### src/rtl/bitden_pkg.sv
package bitden_pkg;

   localparam int DEF_NUM_BITS = 1024;

   localparam int CMD_WIDTH   = 2;
   localparam int INDEX_WIDTH = 10;
   localparam int RANGE_WIDTH = 11;
   localparam int PCT_WIDTH   = 7;
   // ones * 100 stays below 2**18 for any range the 11-bit bounds can express
   localparam int PROD_WIDTH  = 18;
   localparam int QUOT_STEPS  = PCT_WIDTH;

   localparam int PERCENT_SCALE = 100;

   typedef logic [CMD_WIDTH-1:0]   cmd_type;
   typedef logic [INDEX_WIDTH-1:0] index_type;
   typedef logic [RANGE_WIDTH-1:0] range_type;
   typedef logic [PCT_WIDTH-1:0]   pct_type;

   localparam cmd_type CMD_SET = 2'd0;
   localparam cmd_type CMD_GET = 2'd1;
   localparam cmd_type CMD_AVG = 2'd2;

endpackage

### src/rtl/bit_array_with_range_density.sv
// Bit array of NUM_BITS bits held as bytes in a RAM with one write and one
// read port, with set, get and range density commands.
// Request channel: req_valid/req_stall with command, bit index, bit value and
// a half-open range [range_start, range_end). Response channel:
// rsp_valid/rsp_stall with the read bit, the truncated percentage of ones in
// the range and an error flag. Every request gives exactly one response.
// Only one request is in work at a time; req_stall is low only when the
// sequencer is idle, so a new request may be taken while the previous
// response still waits in the output register.
// A rejected request goes straight to the output stage. A set or get reads
// its RAM byte, then modifies it or picks the bit. An average reads the bytes
// the range touches, one RAM read per cycle, then multiplies the count of
// ones by 100 and runs a 7-step shared compare/subtract divide.
// After reset the RAM is swept to zero, one byte per cycle, over all
// ceil(NUM_BITS/8) bytes (128 at the default) while req_stall stays high.
// When rsp_stall is high the response holds; a finished result waits in the
// sequencer until the output register is free.
module bit_array_with_range_density #(
   parameter int NUM_BITS = bitden_pkg::DEF_NUM_BITS
) (
   input  logic                  clock,
   input  logic                  reset,
   input  logic                  req_valid,
   output logic                  req_stall,
   input  bitden_pkg::cmd_type   req_command,
   input  bitden_pkg::index_type req_bit_index,
   input  logic                  req_bit_value,
   input  bitden_pkg::range_type req_range_start,
   input  bitden_pkg::range_type req_range_end,
   output logic                  rsp_valid,
   input  logic                  rsp_stall,
   output logic                  rsp_read_bit,
   output bitden_pkg::pct_type   rsp_percent_set,
   output logic                  rsp_error_flag
);

   import bitden_pkg::*;

   localparam int STORE_BYTES = (NUM_BITS + 7) / 8;
   localparam int AW          = (STORE_BYTES > 1) ? $clog2(STORE_BYTES) : 1;
   localparam int STEP_W      = $clog2(QUOT_STEPS);

   localparam logic [3:0] ST_CLEAR  = 4'd0;
   localparam logic [3:0] ST_IDLE   = 4'd1;
   localparam logic [3:0] ST_READ   = 4'd2;
   localparam logic [3:0] ST_MODIFY = 4'd3;
   localparam logic [3:0] ST_SCAN   = 4'd4;
   localparam logic [3:0] ST_DRAIN  = 4'd5;
   localparam logic [3:0] ST_MUL    = 4'd6;
   localparam logic [3:0] ST_DIV    = 4'd7;
   localparam logic [3:0] ST_OUT    = 4'd8;

   logic [3:0]            state_ff, state_in;
   logic [AW-1:0]         clr_ff, clr_in;
   cmd_type               cmd_ff, cmd_in;
   index_type             idx_ff, idx_in;
   logic                  val_ff, val_in;
   range_type             lo_ff, lo_in;
   range_type             hi_ff, hi_in;
   logic [AW-1:0]         scan_ff, scan_in;
   logic                  dvld_ff, dvld_in;
   logic [AW-1:0]         dbyte_ff, dbyte_in;
   range_type             ones_ff, ones_in;
   logic [PROD_WIDTH-1:0] rem_ff, rem_in;
   logic [STEP_W-1:0]     step_ff, step_in;
   logic                  res_rd_ff, res_rd_in;
   logic                  res_err_ff, res_err_in;
   pct_type               res_pct_ff, res_pct_in;
   logic                  rsp_valid_ff, rsp_valid_in;
   logic                  rsp_rd_ff, rsp_rd_in;
   pct_type               rsp_pct_ff, rsp_pct_in;
   logic                  rsp_err_ff, rsp_err_in;

   logic                  accept;
   logic                  out_free;
   logic                  bad_req;
   logic [AW-1:0]         idx_byte;
   logic [AW-1:0]         lo_byte;
   logic [AW-1:0]         last_byte;
   range_type             hi_m1;
   range_type             span;
   logic [7:0]            lo_mask;
   logic [7:0]            hi_mask;
   logic [7:0]            scan_bits;
   logic [3:0]            scan_ones;
   logic [PROD_WIDTH-1:0] trial;

   logic                  ram_wr_en;
   logic [AW-1:0]         ram_wr_addr;
   logic [7:0]            ram_wr_data;
   logic                  ram_rd_en;
   logic [AW-1:0]         ram_rd_addr;
   logic [7:0]            ram_rd_data;
   logic [7:0]            mod_byte;

   function automatic logic [3:0] popcount8(input logic [7:0] b);
      logic [3:0] n;
      n = 4'd0;
      for (int k = 0; k < 8; k++) begin
         n = n + 4'(b[k]);
      end
      return n;
   endfunction

   bitden_ram #(
      .WIDTH (8),
      .DEPTH (STORE_BYTES)
   ) u_store (
      .clock   (clock),
      .wr_en   (ram_wr_en),
      .wr_addr (ram_wr_addr),
      .wr_data (ram_wr_data),
      .rd_en   (ram_rd_en),
      .rd_addr (ram_rd_addr),
      .rd_data (ram_rd_data)
   );

   assign req_stall = (state_ff != ST_IDLE);
   assign accept    = req_valid && !req_stall;
   assign out_free  = !rsp_valid_ff || !rsp_stall;

   always_comb begin
      case (req_command)
         CMD_SET, CMD_GET: bad_req = (32'(req_bit_index) >= NUM_BITS);
         CMD_AVG: bad_req = (req_range_start >= req_range_end) ||
                            (32'(req_range_end) > NUM_BITS);
         default: bad_req = 1'b1;
      endcase
   end

   assign idx_byte  = AW'(32'(idx_ff) >> 3);
   assign lo_byte   = AW'(32'(lo_ff) >> 3);
   assign hi_m1     = hi_ff - range_type'(1);
   assign last_byte = AW'(32'(hi_m1) >> 3);
   assign span      = hi_ff - lo_ff;

   // drop bits of the edge bytes that fall outside the range
   assign lo_mask   = (dbyte_ff == lo_byte) ? (8'hFF << lo_ff[2:0]) : 8'hFF;
   assign hi_mask   = (dbyte_ff == last_byte) ? (8'hFF >> (3'd7 - hi_m1[2:0])) : 8'hFF;
   assign scan_bits = ram_rd_data & lo_mask & hi_mask;
   assign scan_ones = popcount8(scan_bits);

   assign trial = PROD_WIDTH'(span) << step_ff;

   always_comb begin
      mod_byte = ram_rd_data;
      mod_byte[idx_ff[2:0]] = val_ff;
   end

   always_comb begin
      ram_wr_en   = 1'b0;
      ram_wr_addr = idx_byte;
      ram_wr_data = mod_byte;
      ram_rd_en   = 1'b0;
      ram_rd_addr = idx_byte;
      case (state_ff)
         ST_CLEAR: begin
            ram_wr_en   = 1'b1;
            ram_wr_addr = clr_ff;
            ram_wr_data = 8'h00;
         end
         ST_READ: begin
            ram_rd_en = 1'b1;
         end
         ST_MODIFY: begin
            ram_wr_en = (cmd_ff == CMD_SET);
         end
         ST_SCAN: begin
            ram_rd_en   = 1'b1;
            ram_rd_addr = scan_ff;
         end
         default: begin
         end
      endcase
   end

   always_comb begin
      state_in     = state_ff;
      clr_in       = clr_ff;
      cmd_in       = cmd_ff;
      idx_in       = idx_ff;
      val_in       = val_ff;
      lo_in        = lo_ff;
      hi_in        = hi_ff;
      scan_in      = scan_ff;
      dvld_in      = (state_ff == ST_SCAN);
      dbyte_in     = scan_ff;
      ones_in      = ones_ff;
      rem_in       = rem_ff;
      step_in      = step_ff;
      res_rd_in    = res_rd_ff;
      res_err_in   = res_err_ff;
      res_pct_in   = res_pct_ff;
      rsp_valid_in = rsp_valid_ff;
      rsp_rd_in    = rsp_rd_ff;
      rsp_pct_in   = rsp_pct_ff;
      rsp_err_in   = rsp_err_ff;

      if (rsp_valid_ff && !rsp_stall) begin
         rsp_valid_in = 1'b0;
      end

      // accumulate the byte read in the previous cycle
      if (dvld_ff) begin
         ones_in = ones_ff + range_type'(scan_ones);
      end

      case (state_ff)
         ST_CLEAR: begin
            clr_in = clr_ff + AW'(1);
            if (32'(clr_ff) == STORE_BYTES - 1) begin
               state_in = ST_IDLE;
            end
         end
         ST_IDLE: begin
            if (accept) begin
               cmd_in     = req_command;
               idx_in     = req_bit_index;
               val_in     = req_bit_value;
               lo_in      = req_range_start;
               hi_in      = req_range_end;
               scan_in    = AW'(32'(req_range_start) >> 3);
               ones_in    = '0;
               res_rd_in  = 1'b0;
               res_err_in = bad_req;
               res_pct_in = '0;
               if (bad_req) begin
                  state_in = ST_OUT;
               end else if (req_command == CMD_AVG) begin
                  state_in = ST_SCAN;
               end else begin
                  state_in = ST_READ;
               end
            end
         end
         ST_READ: begin
            state_in = ST_MODIFY;
         end
         ST_MODIFY: begin
            if (cmd_ff == CMD_GET) begin
               res_rd_in = ram_rd_data[idx_ff[2:0]];
            end
            state_in = ST_OUT;
         end
         ST_SCAN: begin
            scan_in = scan_ff + AW'(1);
            if (scan_ff == last_byte) begin
               state_in = ST_DRAIN;
            end
         end
         ST_DRAIN: begin
            state_in = ST_MUL;
         end
         ST_MUL: begin
            rem_in   = PROD_WIDTH'(ones_ff) * PROD_WIDTH'(PERCENT_SCALE);
            step_in  = STEP_W'(QUOT_STEPS - 1);
            state_in = ST_DIV;
         end
         ST_DIV: begin
            // one quotient bit per cycle, most significant first
            if (rem_ff >= trial) begin
               rem_in = rem_ff - trial;
               res_pct_in[step_ff] = 1'b1;
            end
            step_in = step_ff - STEP_W'(1);
            if (step_ff == '0) begin
               state_in = ST_OUT;
            end
         end
         ST_OUT: begin
            if (out_free) begin
               rsp_valid_in = 1'b1;
               rsp_rd_in    = res_rd_ff;
               rsp_pct_in   = res_pct_ff;
               rsp_err_in   = res_err_ff;
               state_in     = ST_IDLE;
            end
         end
         default: begin
            state_in = ST_IDLE;
         end
      endcase
   end

   always_ff @(posedge clock) begin
      if (reset) begin
         state_ff     <= ST_CLEAR;
         clr_ff       <= '0;
         dvld_ff      <= 1'b0;
         rsp_valid_ff <= 1'b0;
      end else begin
         state_ff     <= state_in;
         clr_ff       <= clr_in;
         dvld_ff      <= dvld_in;
         rsp_valid_ff <= rsp_valid_in;
      end
   end

   always_ff @(posedge clock) begin
      cmd_ff     <= cmd_in;
      idx_ff     <= idx_in;
      val_ff     <= val_in;
      lo_ff      <= lo_in;
      hi_ff      <= hi_in;
      scan_ff    <= scan_in;
      dbyte_ff   <= dbyte_in;
      ones_ff    <= ones_in;
      rem_ff     <= rem_in;
      step_ff    <= step_in;
      res_rd_ff  <= res_rd_in;
      res_err_ff <= res_err_in;
      res_pct_ff <= res_pct_in;
      rsp_rd_ff  <= rsp_rd_in;
      rsp_pct_ff <= rsp_pct_in;
      rsp_err_ff <= rsp_err_in;
   end

   assign rsp_valid       = rsp_valid_ff;
   assign rsp_read_bit    = rsp_rd_ff;
   assign rsp_percent_set = rsp_pct_ff;
   assign rsp_error_flag  = rsp_err_ff;

endmodule

### src/rtl/bitden_ram.sv
module bitden_ram #(
   parameter  int WIDTH = 8,
   parameter  int DEPTH = 128,
   localparam int AW    = (DEPTH > 1) ? $clog2(DEPTH) : 1
) (
   input  logic             clock,
   input  logic             wr_en,
   input  logic [AW-1:0]    wr_addr,
   input  logic [WIDTH-1:0] wr_data,
   input  logic             rd_en,
   input  logic [AW-1:0]    rd_addr,
   output logic [WIDTH-1:0] rd_data
);

   logic [WIDTH-1:0] mem [DEPTH];
   logic [WIDTH-1:0] rd_data_ff;

   always_ff @(posedge clock) begin
      if (wr_en) begin
         mem[wr_addr] <= wr_data;
      end
      if (rd_en) begin
         rd_data_ff <= mem[rd_addr];
      end
   end

   assign rd_data = rd_data_ff;

endmodule
### config.mk
export PLATFORM = sky130hd
export DESIGN_NAME = bit_array_with_range_density
export DESIGN_NICKNAME = d
export VERILOG_FILES = /design/src/rtl/bitden_pkg.sv /design/src/rtl/bit_array_with_range_density.sv /design/src/rtl/bitden_ram.sv
export SDC_FILE = /design/constraint.sdc
export NUM_CORES = 2
export LEC_CHECK = 0
export BUFFER_PORTS_ARGS = -buffer_cell sky130_fd_sc_hd__buf_2
export CORE_MARGIN = 1.5
export CORE_UTILIZATION = 48
export CTS_CLUSTER_DIAMETER = 80
export CTS_CLUSTER_SIZE = 30
export DETAILED_ROUTE_END_ITERATION = 6
export GPL_TIMING_DRIVEN = 0
export PLACE_DENSITY_LB_ADDON = 0.3
export SYNTH_ARGS = -nofsm -noshare
export SYNTH_HDL_FRONTEND = slang
export SYNTH_SLANG_ARGS = --single-unit
### constraint.sdc
create_clock -name clock -period 11.35 [get_ports clock]
set_clock_uncertainty 0.05 [all_clocks]
set_input_delay 1.135 -clock clock [delete_from_list [all_inputs] [get_ports clock]]
set_output_delay 1.135 -clock clock [all_outputs]
set_load 0.05 [all_outputs]
* Yosys cells after proc, flatten, opt, wreduce, memory -nomap -nowiden
Memory sizes are Yosys's and may differ from the RTL's. A register that Yosys moved wholly into a read port is not among the register bits. Cells that the tools add are included.
Storage, ports and cells: RAM bits 1024, output and inout bits 11, memories 1, logic and storage cells 141, flip-flop bits (word level) 112, input bits 39
Memories:
- u_store.mem | depth 128, width 8, read ports 1, clocked after memory_dff 1, wr ports 1, line bitden_ram.sv:15 | logic [WIDTH-1:0] mem [DEPTH];
Operators by class: mux-type cells 42, shifts and indexed selects 3, multiply operators 1, reduce and logical (&&, ||, !) cells 26, equality and inequality tests 23, bitwise operators 3, add/sub/neg operators 15, order comparisons 7
Operators with widths (number):
- case mux 18 bit (2 select lines) | 1
- case mux 4 bit (9 select lines) | 1
- 2-to-1 mux 7 bit | 5
- 2-to-1 mux 11 bit | 3
- case mux 7 bit (2 select lines) | 2
- 2-to-1 mux 4 bit | 6
- 2-to-1 mux 8 bit | 3
- == test 7 bit | 3
- >= comparator 18 bit | 1
- 2-to-1 mux 18 bit | 1
- << shifter 11 x 3 -> 18 bit | 1
- subtractor 18 bit | 1
- adder 4 x 1 -> 4 bit | 4
- AND 8 bit | 2
- == test 4 x 3 -> 1 bit, second input constant | 4
- multiplier 11 x 5 -> 16 bit, second input constant | 1
- adder 7 x 1 -> 7 bit, second input constant | 2
- inequality test 2 bit, second input constant | 6
- adder 11 x 4 -> 11 bit | 1
- >= comparator 11 bit | 1
- greater-than comparator 11 bit, second input constant | 1
- 2-to-1 mux 1 bit | 11
- subtractor 11 bit | 1
- subtractor 10 x 1 -> 10 bit, second input constant | 1
- 35 further kinds | 57

* Depth between registers and ports, before layout
depth in word-level cells 16, gate-level depth with buffers 23, depth with buffers taken out 23

* Modules after synthesis
From an unflattened synthesis, not the netlist that was laid out.
Unflattened totals: cell total of the unflattened synthesis 2532, area total of the unflattened synthesis 48226.3 um^2
Modules (own cells, without submodules):
- bitden_ram | times used 1, cells each 1635, area each 39745.6 um^2, seq. area each 30989.7 um^2
- bit_array_with_range_density | times used 1, cells each 897, area each 8480.6 um^2, seq. area each 3052.9 um^2

* Worst setup path before layout
OpenSTA, ideal clock, no wires.
path type reg2reg, start point reg hi_ff[0], end point reg rem_ff[0], enable pin, stages on the path, launching flop included 22, clock period less this slack 5724 ps, data required time 10879 ps, arrival time 5254 ps, path buffers 0, setup time 421 ps, setup slack 5626 ps, cell sequence edfxtp_1 > inv_1 > ha_1 > inv_1 > fa_1 > a21oi_1 > o211ai_1 > o41ai_1 > o21ai_0 > xnor2_1 > mux2i_1 > mux2i_1 > nand2_1 > ha_1 > and3_1 > nand3_1 > or3_1 > nand3_1 > a21o_1 > a41o_1 > a21oi_1 > a21boi_0
On the way: longest elaborated chain between the ends 5
Ends and longest elaborated chain:
- start: declaration | line bit_array_with_range_density.sv:59 | range_type hi_ff, hi_in;
- start signal: assignment | line bit_array_with_range_density.sv:304 | hi_ff <= hi_in;
- subtractor 11 bit | line bit_array_with_range_density.sv:135 | assign span = hi_ff - lo_ff;
- << shifter 11 x 3 -> 18 bit | line bit_array_with_range_density.sv:143 | assign trial = PROD_WIDTH'(span) << step_ff;
- >= comparator 18 bit | line bit_array_with_range_density.sv:261 | if (rem_ff >= trial) begin
- inequality test 2 bit (no source line)
- AND reduction 2 bit (no source line)
- end signal: assignment | line bit_array_with_range_density.sv:308 | rem_ff <= rem_in;
- end: declaration | line bit_array_with_range_density.sv:64 | logic [PROD_WIDTH-1:0] rem_ff, rem_in;
Every way passes these cells. A chain may end at the register's enable or synchronous reset.

* Worst setup path in the final report
start point reg hi_ff[2], end point reg ones_ff[10]
On the way: longest elaborated chain between the ends 16, elaborated cells between the ends (all ways) 17, classes of those cells 10 x add/sub; 1 x eq/ne; 1 x shift; 4 x mux; 1 x bitwise
Ends and longest elaborated chain:
- subtractor 10 x 1 -> 10 bit (*) | line bit_array_with_range_density.sv:133 | assign hi_m1 = hi_ff - range_type'(1);
- subtractor 3 bit | line bit_array_with_range_density.sv:139 | assign hi_mask = (dbyte_ff == last_byte) ? (8'hFF >> (3'd7 - hi_m1[2:0])) : 8'hFF;
- right shift 8 x 3 -> 8 bit | line bit_array_with_range_density.sv:139
- 2-to-1 mux 8 bit (*) | line bit_array_with_range_density.sv:139
- AND 8 bit (*) | line bit_array_with_range_density.sv:140 | assign scan_bits = ram_rd_data & lo_mask & hi_mask;
- adder 1 x 1 -> 2 bit | line bit_array_with_range_density.sv:100 | n = n + 4'(b[k]);
- adder 2 x 1 -> 3 bit | line bit_array_with_range_density.sv:100
- adder 3 x 1 -> 4 bit | line bit_array_with_range_density.sv:100
- adder 4 x 1 -> 4 bit (3 in series) | line bit_array_with_range_density.sv:100
- adder 4 x 1 -> 4 bit (*) | line bit_array_with_range_density.sv:100
- adder 11 x 4 -> 11 bit (*) | line bit_array_with_range_density.sv:205 | ones_in = ones_ff + range_type'(scan_ones);
- 2-to-1 mux 11 bit (*) | line bit_array_with_range_density.sv:204 | if (dvld_ff) begin
- 2-to-1 mux 11 bit | line bit_array_with_range_density.sv:216 | if (accept) begin
- 2-to-1 mux 11 bit (*) | line bit_array_with_range_density.sv:208 | case (state_ff)
- via ones_in[10] | line bit_array_with_range_density.sv:63 | range_type ones_ff, ones_in;
- end signal: assignment | line bit_array_with_range_density.sv:307 | ones_ff <= ones_in;
- end: declaration | line bit_array_with_range_density.sv:63
The timed path passes the listed nets; every way through them passes the cells marked *.

==> summary.txt <==
Cell family with most CP delay - adder cells
Total wire length - 138 mm
Top-area cell type share of the netlist area - 68.7%
Total Neg Setup Slack - 0 ns
FP Rows - 116
Most common cell after layout, fill and taps aside - edfxtp_1
Worst path buffer plus inverter count - 1
Final Hold Fails - 0
Worst endpoint data arrival time - 6.56 ns
Worst IR drop on VDD - 0.000140 V
R2R Setup Slk - 5.28 ns
WL/cell - 26.2 microns
Final worst setup slack - 5.28 ns
Initial Utilization - 48.5%
H-tree lvl count - 2
PostCTS Resize Cnt - 0
Slowest cell on the critical path - edfxtp_1
Final period util - 53.5%
Vias in the first global route - 30100
Iter 0 DRT Violations - 4077
Setup Viol. Count Final - 0
Fmax - 165 MHz
Reg2Reg Depth - 19
Die W - 321 microns
Setup CP Type - reg2reg
CTS buffer count - 49
Outcome - finished clean
PortBufs - 49
Die H - 321 microns
CTS Buffer Depth - 3
Reg2Reg Capture Point - ones_ff[10]$_DFF_P_
Cell Pwr Density - 172 nW/um^2
CTS Hold Bufs - 0
Full die area - 103000 sq um
Internal - 6.37 mW
Clock sink count - 1144
RSZ-0062 raised after global routing - no
EDFF count, synth - 1113
Power share of the sequential group - 55.2%
CP Cell Sequence - nor4_1 > nand2_1 > nor3_1 > xor2_1 > xnor2_1 > nand4_1 > o221a_2 > fa_1 > inv_1 > fa_1 > fa_1 > fa_1 > fa_1 > nor2b_1 > o21a_1 > o21a_1 > nand4_1 > xnor2_1 > nor2_1
Ports - 50
Worst setup SP type - flip-flop
Async S/R FF share, synth - 0%
Syn_nets - 3888
Layout cells sized above 1 - 6.33%
Area Overhead vs Synth - 8.74%
Worst path most repeated cell - fa_1
Cell leakage power - 18.1 nW
Worst hold path endpoint - dbyte_ff[5]$_DFF_P_
Post-synthesis register bit count - 1144
Cells on Worst Hold Path - 0
Remaining DRCs - 0
Worst Setup End Kind - flip-flop
Worst Hold Slack - 0.314 ns
CORE AREA - 100000 sq um
First-pass GRT wire length - 199 mm
Clock transition at path regs - 0.11 ns
Root Driver - clkbuf_16
Top_reg_cell synth - edfxtp_1
Main area contributors after synthesis - edfxtp_1 69%, nand2_1 6.3%, mux2i_1 3.0%
Initial antenna violation count - 4
Worst Path Required - 11.84 ns
Cells after Synth - 3746
Placer congestion estimate - 0.955
Critical-path maximum fanout - 5
Commonest cells after routing, fill and taps aside - 1113 x edfxtp_1, 815 x nand2_1, 227 x nor2_1
Clock power frac - 24.4%
Syn. warnings - 0
Largest net degree at the start of global routing - 44
Tot GR Track Use - 26.4%
Max Slew Vio Count - 0
Rel. slew slack - 2.17%
HP Class - reg2reg
Crit Reg-Reg Startpoint - hi_ff[2]$_DFFE_PP_
Nets - 4020
Mapped Area - 48700 sq um
Vias per cell - 6.04
TritonCTS clock tree - built
Post-route ant nets - 0
Stages on the worst setup path - 19
Post-place setup slack - 5.27 ns
Slew @ Worst Pin - 1.47 ns
GRT overflow - 0
Post-layout min period - 6.07 ns
Sw frac - 30.1%
Clock latency on the worst-skew pair - 0.68 ns
Yosys top cell by area - edfxtp_1
Sequential fraction of the synthesis area - 69.9%
HPWL after detailed placement - 98.4 mm
Max incr delay on CP - 0.51 ns
Post-CTS setup buffer count - 0
Number of distinct library cells after synthesis - 70
Drt pass-1 iters - 6
Comb pwr share - 20.4%
Mapped Avg Cell Area - 13.0 sq um
HP Start - dbyte_in[5]$_DFFE_PP_
Switching pwr - 2.74 mW
Vias - 31800
Max Cap Viol - 0
==> worst register-to-register path, stage by stage (launching register included) <==
cell and delay, ns:
edfxtp_1 0.51, nor4_1 0.49, nand2_1 0.25, nor3_1 0.35, xor2_1 0.21, xnor2_1 0.19
nand4_1 0.24, o221a_2 0.36, fa_1 0.50, inv_1 0.05, fa_1 0.51, fa_1 0.45
fa_1 0.47, fa_1 0.49, nor2b_1 0.14, o21a_1 0.12, o21a_1 0.25, nand4_1 0.15
xnor2_1 0.15, nor2_1 0.05
==> worst max path at each step <==
stage / startpoint / end / slack (ns)
CTS: hi_ff[2]$_DFFE_PP_ / ones_ff[10]$_DFF_P_ / 5.24
floorplan: hi_ff[0]$_DFFE_PP_ / rem_ff[0]$_SDFFCE_PN0P_ / 5.63
global route: hi_ff[2]$_DFFE_PP_ / ones_ff[10]$_DFF_P_ / 4.88
finish: hi_ff[2]$_DFFE_PP_ / ones_ff[10]$_DFF_P_ / 5.28
detailed placement: hi_ff[2]$_DFFE_PP_ / ones_ff[10]$_DFF_P_ / 5.27
global placement: state_ff[2]$_SDFFE_PP0P_ / u_store.mem[106][3]$_DFFE_PP_ / -0.67
==> flip-flops by register name, summed over array words and instances (netlist names), 8 cells and up <==
register	count
u_store.mem	1024
hi_ff	11
lo_ff	11
rem_ff	18
u_store.rd_data	8
ones_ff	11
idx_ff	10
==> power by group through the flow <==
stage / sequential, mW / combinational (mW) / clock (mW)
detailed placement: 5.12 / 1.81 / 0
global placement: 5.21 / 1.67 / 0
global route: 5.04 / 1.99 / 2.35
CTS: 5.02 / 1.82 / 2.22
floorplan: 5.13 / 1.05 / 0
finish: 5.03 / 1.86 / 2.22
==> final cells by class <==
cell class / instances / area, sq um
fillers: 8438 / 47400
flip-flops and latches: 1144 / 34000
multi-input cells: 2339 / 13600
well taps: 1357 / 1700
clock buffers: 57 / 1300
repair buffers: 81 / 916
plain buffers: 191 / 823
inverters: 72 / 270
clock inverters: 19 / 245
diodes: 1 / 2.50
==> synthesized netlist by cell type, drive strengths merged (46+ instances only) <==
| cell type | instances |
|---|---|
| clkbuf | 118 |
| a31oi | 85 |
| edfxtp | 1113 |
| xnor2 | 46 |
| buf | 73 |
| nand3 | 171 |
| o21ai | 74 |
| ha | 90 |
| a32oi | 66 |
| nand2 | 816 |
| mux2i | 151 |
| nor2 | 234 |
| a21oi | 210 |
| inv | 72 |
==> cell families after synthesis <==
kind of cell	count (synthesis)	synth area share, %
AOI/OAI and AO/OA	593	7.87
xor gates and xnor gates	83	1.49
adders and majority gates	103	2.85
buffers and inverters	263	2.23
DFF	1144	69.9
muxes	160	3.38
and+or+nand+nor	1400	12.2
==> through the flow <==
step                      util [%]  power (mW)  cell area (sq um)  std cells
after global routing          52.8        9.37              52900       5260
after global placement        50.5        6.88              50600       5152
after detailed placement      51.2        6.93              51400       5183
after CTS                     52.8        9.07              52900       5259
final                         52.8        9.10              52900       5261
after floorplan                  -        6.17              48700       3746
==> routing by layer <==
layer | part of all wire [%] | track usage (%) | up-vias
met5 | 0.028 | 0 | -
met4 | 4.7 | 11.3 | 6
met3 | 10 | 5.09 | 285
met2 | 46 | 42.4 | 1757
met1 | 39 | 35.1 | 15600
li1 | - | - | 14100
Note: power is estimated with default switching activity, not from simulation.
